==> src/rtl/salru_pkg.sv <==
// Shared constants, types and codes for the set-associative LRU tag tracker.
// Used by the controller, the datapath, the top level and the checker.
// No dependencies.
package salru_pkg;

    localparam int MAX_SET_BITS = 6;
    localparam int MAX_WAYS     = 8;

    localparam int SETS    = 1 << MAX_SET_BITS;
    localparam int SET_W   = (MAX_SET_BITS > 0) ? MAX_SET_BITS : 1;
    localparam int WAY_W   = (MAX_WAYS > 1) ? $clog2(MAX_WAYS) : 1;
    localparam int NODES   = 1 << WAY_W;
    localparam int ADDR_W  = 64;
    localparam int TAG_W   = 64;
    localparam int STAMP_W = 64;
    localparam int CNT_W   = 32;
    // Wide enough for block_bits plus the largest set field.
    localparam int SHIFT_W = 7;

    localparam int CFG_IDX_W  = 2;
    localparam int CFG_DATA_W = 6;

    localparam logic [CFG_IDX_W-1:0] CFG_SET_BITS    = 2'd0;
    localparam logic [CFG_IDX_W-1:0] CFG_BLOCK_BITS  = 2'd1;
    localparam logic [CFG_IDX_W-1:0] CFG_WAYS_IN_USE = 2'd2;

    // Only the modify code changes behavior; every other code is one lookup.
    localparam logic [1:0] KIND_MODIFY = 2'd2;

    typedef struct packed {
        logic               valid;
        logic [TAG_W-1:0]   tag;
        logic [STAMP_W-1:0] stamp;
    } t_line;

    typedef t_line [MAX_WAYS-1:0] t_row;

    typedef struct packed {
        logic accept;
        logic compare;
        logic reduce;
        logic write;
    } t_cmd;

    typedef struct packed {
        logic skip_reduce;
    } t_stat;

endpackage

==> src/rtl/salru_ctrl.sv <==
// Sequencer for one request: lookup, LRU reduction levels, write back.
// Depends on salru_pkg for the command and status structs.
module salru_ctrl (
    input  logic            i_clk,
    input  logic            i_rst_n,
    input  logic            start,
    output logic            busy,
    output logic            o_valid,
    input  salru_pkg::t_stat i_stat,
    output salru_pkg::t_cmd  o_cmd
);
    import salru_pkg::*;

    localparam int LVL_W = (WAY_W > 1) ? $clog2(WAY_W) : 1;

    typedef enum logic [1:0] {
        S_IDLE,
        S_COMPARE,
        S_REDUCE,
        S_WRITE
    } t_state;

    t_state           r_state;
    logic             r_busy;
    logic             r_done;
    logic [LVL_W-1:0] r_level;

    always_comb begin
        o_cmd.accept  = (r_state == S_IDLE) && start;
        o_cmd.compare = (r_state == S_COMPARE);
        o_cmd.reduce  = (r_state == S_REDUCE);
        o_cmd.write   = (r_state == S_WRITE);
    end

    always_ff @(posedge i_clk) begin
        if (!i_rst_n) begin
            r_state <= S_IDLE;
            r_busy  <= 1'b0;
            r_done  <= 1'b0;
            r_level <= '0;
        end else begin
            r_done <= 1'b0;
            unique case (r_state)
                S_IDLE: begin
                    if (start) begin
                        r_state <= S_COMPARE;
                        r_busy  <= 1'b1;
                    end
                end
                S_COMPARE: begin
                    r_level <= '0;
                    // A hit or a free way needs no search for the oldest stamp.
                    if (i_stat.skip_reduce) begin
                        r_state <= S_WRITE;
                    end else begin
                        r_state <= S_REDUCE;
                    end
                end
                S_REDUCE: begin
                    if (r_level == LVL_W'(WAY_W - 1)) begin
                        r_state <= S_WRITE;
                    end else begin
                        r_level <= r_level + 1'b1;
                    end
                end
                S_WRITE: begin
                    r_state <= S_IDLE;
                    r_busy  <= 1'b0;
                    r_done  <= 1'b1;
                end
                default: begin
                    r_state <= S_IDLE;
                    r_busy  <= 1'b0;
                end
            endcase
        end
    end

    assign busy    = r_busy;
    assign o_valid = r_done;

endmodule

==> config.mk <==
export PLATFORM = sky130hd
export DESIGN_NAME = salru_ctrl
export DESIGN_NICKNAME = d
export VERILOG_FILES = /design/src/rtl/salru_pkg.sv /design/src/rtl/salru_ctrl.sv
export SDC_FILE = /design/constraint.sdc
export NUM_CORES = 1
export LEC_CHECK = 0
export BUFFER_PORTS_ARGS = -buffer_cell sky130_fd_sc_hd__buf_2
export CAP_MARGIN = 15
export CELL_PAD_IN_SITES_DETAIL_PLACEMENT = 1
export CELL_PAD_IN_SITES_GLOBAL_PLACEMENT = 1
export CORE_AREA = 2 2 39 41
export CTS_CLUSTER_DIAMETER = 200
export DETAILED_ROUTE_END_ITERATION = 16
export DIE_AREA = 0 0 41 43
export PLACE_DENSITY_LB_ADDON = 0.1
export SYNTH_ARGS = -nofsm -noshare
export SYNTH_HDL_FRONTEND = slang
export SYNTH_SLANG_ARGS = --single-unit
==> constraint.sdc <==
create_clock -name i_clk -period 3.94 [get_ports i_clk]
set_input_delay 1.182 -clock i_clk [delete_from_list [all_inputs] [get_ports i_clk]]
set_output_delay 1.182 -clock i_clk [all_outputs]
set_load 0.01 [all_outputs]
== Yosys cells after proc, flatten, opt, wreduce, memory -nomap -nowiden ==
Index checks and enable logic that the tools add are counted.

* Logic and storage cells: 28
* Flip-flop bits (word level): 6
* Input bits: 4
* Output and inout bits: 6

* Equal/unequal tests: 7
* Reduce and logical (&&, ||, !) cells: 7
* Add/subtract/negate cells: 1
* Mux-type cells: 9

{| class="wikitable"
|+ Operators by type and width
! cell !! number
|-
| 2-bit case mux with 4 select lines || 1
|-
| 2-bit == test, second input constant || 3
|-
| 2-bit two-way mux || 3
|-
| 2-bit AND reduction || 3
|-
| 2-bit != test, second input constant || 2
|-
| 2-bit case mux with 2 select lines || 1
|-
| 2-bit nonzero test || 2
|-
| 1-bit two-way mux || 3
|-
| 2-bit by 1-bit adder with 2-bit output, second input constant || 1
|-
| 2-bit by 1-bit == test with 1-bit output, second input constant || 1
|-
| 2-bit logical NOT || 1
|-
| 2-bit by 1-bit != test with 1-bit output, second input constant || 1
|-
| 1-bit case mux with 2 select lines || 1
|-
| 1-bit logical AND || 1
|}

== Logic depth before layout (Yosys ltp) ==
* Word-level depth: 3
* Gate-level depth with buffers: 6
* Mapped depth without buffers: 5

== Worst setup path before layout ==
Ideal clock, no wire load.

* Path kind: input -> output
* From: input port start
* To: output port o_cmd[3] in the netlist's numbering
* Setup slack: 1.440 ns
* Required time: 2.758 ns
* Path buffers: 0
* Stages on the path: 2
* Arrival time: 1.318 ns
* Path through: nand2_1 > inv_1

{| class="wikitable"
|+ RTL lines
! what !! line !! RTL
|-
| start, declared || salru_ctrl.sv:6 || <nowiki>input logic start,</nowiki>
|-
| end, declared || salru_ctrl.sv:10 || <nowiki>output salru_pkg::t_cmd o_cmd</nowiki>
|}

==> metrics list <==
- The area growth from synthesis to layout is 21.3%.
- Startpoint of the most critical setup path: start
- The endpoint identified for the worst register-to-register timing path is r_state[0]$_SDFFE_PN0P_.
* Fraction of the cycle the final worst path needs: 69.5%
- Arrival time at the worst endpoint: around 1600 ps
- Number of antenna violations at the first check in global routing: 0
- Across all layers, the routed design uses 304 vias.
- Clock sinks: 6
- TritonCTS built the clock tree.
- Post-Synthesis Mean Instance Area: 9.42 µm²
* R2R depth: 5
* Met3 layer wire length in the routed design: 23 µm
- Width of the die: around 40 µm
- Setup violations remaining at the end of the flow were counted as 0.
* Fillcell total: 175
- Final weighted congestion in routability-driven placement: 0.649
- The startpoint identified for the worst hold timing path is r_level[1]$_SDFFE_PN0P_.
* Buffer levels on the longest clock path: 2
* Transition time at the pin with the least slew margin: 241 ps
- Synth Net Count: 47
- Row cnt: 14
- Post-synth EDFFs: 0
- The via count of the first global-routing pass was 316.
* Sequential Area: 120 µm²
* Final Routed Wirelength: 796 µm
* Unrepaired setup endpoints after global routing: no
* Total negative setup slack: 0 ps
- Clock transition at the register clock pins on the worst setup and hold paths after CTS: 50 ps
- The net count of the finished layout is 60.
- In this run the vertical extent of the chip is about 43 µm.
- In this run the worst setup path terminates at o_cmd[3].
- The final hold violation count came to 0.
- The detailed router used layers up to and including met4.
* Warning count from the yosys run: 0
- In this run the tightest slew margin relative to its limit is 83.8%.
- In this run, distinct cell masters in the synthesized netlist total 20.
- All-Layer GR Usage: 11.1%
- The path class of the tightest hold or removal check is reg2reg.
- Hold Buf Count CTS: 0
- Root buffer cell: clkbuf_4
- Pint: 187 µW
- In the synthesized netlist, the number of instances is 38.
* Number of placed I/O pins: 10
- Critical R2R Launch: r_state[0]$_SDFFE_PN0P_
* Htree depth: 1
- In the synthesized netlist the dominant register cell turns out to be dfxtp_1.
* Cells resized by post-CTS repair: 0
- Across the routed clock network, the largest skew measured is a little under 4 ps.
- In this run the standard cell core region covers 1380 µm².
- Part of the power in registers: 30.1%
* Routed length on met2: 418 µm
- Skew-Pair Late Insertion Delay: 250 ps
- Switching share of power: 41.6%
* CP Max Fanout: 3
- For this run, the register share of the synthesized area comes to 33.6%.
* Net load switching power: 133 µW
* Count of input and output buffers: 9
- Standby leakage power: 0.209 nW
- The detailed router put a total of 340 µm of wire on met1.
- Of the cells placed in the final design, the portion with a size suffix greater than 1 is 30.6%.
* Final-report max-slew violation count: 0
- Once the clock tree was built, the setup fixing pass inserted 0 buffers.
- The worst register-to-register path has a setup slack of about 2500 ps.
- Maximum capacitance violations: 0
- The run finished with clean final reports.
* Share of total power in the clock network: 18.1%
* Multi-input combinational cell area: 208 µm²
* Max Fclk: 365 MHz
- Die ar.: 1760 µm²
* Average via count per standard cell: ~4.7
* Category of the worst setup path launch point: primary input
- Post-route design area: ~430 µm²
* Number of diodes added for antenna fixing: 0
- Residual antenna-violating net count after detailed routing: 0
- Combinational logic burns 51.8% of the power.
- Initial standard-cell utilization of the core: 25.9%
- STA puts the critical path data required time at 2760 ps.
- For this run the aggregate overflow at the end of global routing stands at 0.
* Capturing element type of the critical path: output port
- The setup path with the least slack is of type in2out.
* Drt pass-1 iters: 3
- Pin count of the biggest net entering global routing: 9
* Netlist Area Pre-Place: between 300 and 400 µm²
* First-pass GRT wire length: 1300 µm
* Fraction of registers with async set or reset after synthesis: 0%
- After detailed routing, the average wire length per cell comes to between 10 and 15 µm.
* DRC violation total after the first TritonRoute iteration: 2
- Placed cell areas: approximately 410 µm²
- The worst path in the final design needs a cycle of 2740 ps, including I/O delays and setup.
* Max VDD drop: 169 µV
- In the routed design, unresolved DRC markers number 0.
- The number of clock buffers added by TritonCTS is 3.
- Flop and latch count out of synthesis: 6
* Power density relative to cell area: 737 nW/µm²
-- worst min-delay path by stage --
stage / endpoint / slack, ps / cells past startpoint
3_5_place_dp: r_level[1]$_SDFFE_PN0P_ / 490 / 2
3_3_place_gp: r_level[1]$_SDFFE_PN0P_ / 460 / 2
5_1_grt: r_level[1]$_SDFFE_PN0P_ / 540 / 2
4_1_cts: r_level[1]$_SDFFE_PN0P_ / 500 / 2
6_report: r_level[1]$_SDFFE_PN0P_ / 490 / 2
2_1_floorplan: r_level[1]$_SDFFE_PN0P_ / 450 / 2
-- cells by family (layout without fill, tap and decap cells) --
group / after synthesis / in the layout / synth area share, %
and+or+nand+nor: 11 / 11 / 19.2
AOI/OAI and AO/OA: 9 / 9 / 18.2
DFF: 6 / 6 / 33.6
buffers and inverters: 6 / 17 / 8.39
adders and majority gates: 5 / 5 / 17.5
muxes: 1 / 1 / 3.15
-- layout make-up --
| class | instances | share of cell area, % |
|---|---|---|
| Clock buffer | 3 | 5.19 |
| Sequential cell | 6 | 27.7 |
| Multi-Input combinational cell | 26 | 47.8 |
| Inverter | 5 | 4.32 |
| Tap cell | 16 | 4.61 |
| Timing Repair Buffer | 9 | 10.4 |
-- through the flow --
stage               hold slack (ps)  setup WS, ps  std cells  util [%]  power (mW)
CTS                             497          1200         65      31.4       0.326
finish                          489          1200         65      31.4       0.320
detailed placement              491          1210         62      29.7       0.266
global placement                457          1240         62      29.7       0.257
global route                    539          1170         65      31.4       0.354
floorplan                       447          1440         38         -       0.226
-- layout by cell type (no fill, tap or decap), types with 2 or more instances in the layout --
cell type,synthesis,final
a21oi_1,3,3
buf_2,0,9
clkbuf_4,0,3
dfxtp_1,6,6
ha_1,5,5
inv_1,5,5
nand3_1,2,2
nor2_1,2,2
o21a_1,2,2
-- registers in the layout (all words and copies together), names as in the netlist --
register and flops:
busy 1, r_level 2, r_state 2, o_valid 1
-- worst max-delay path, stage by stage --
cell and delay (ps):
buf_2 110, nand2_1 90, inv_1 40, buf_2 130
-- power groups by stage --
stage	combinational [mW]	clock [mW]	sequential [mW]
2_1_floorplan	0.130	0	0.0951
3_3_place_gp	0.162	0	0.0953
3_5_place_dp	0.168	0	0.0975
4_1_cts	0.169	0.0605	0.0964
5_1_grt	0.190	0.0641	0.100
6_report	0.166	0.0578	0.0963
-- cells in the mapped netlist, drive strengths merged (2+ instances only) --
cell type | number | area, µm²
a21oi | 3 | 15.0
nand2b | 3 | 28.8
o21a | 2 | 15.0
dfxtp | 6 | 120
inv | 5 | 18.8
nor2 | 2 | 7.51
ha | 5 | 62.6
nand3 | 2 | 10.0
a211oi | 2 | 20.0
-- metal layers --
metal,up-vias,global-route usage (%)
met3,2,1.57
met4,0,6.00
met5,-,0
met1,147,12.3
met2,6,18.8
li1,149,-
Power figures use the tool's default switching activity.
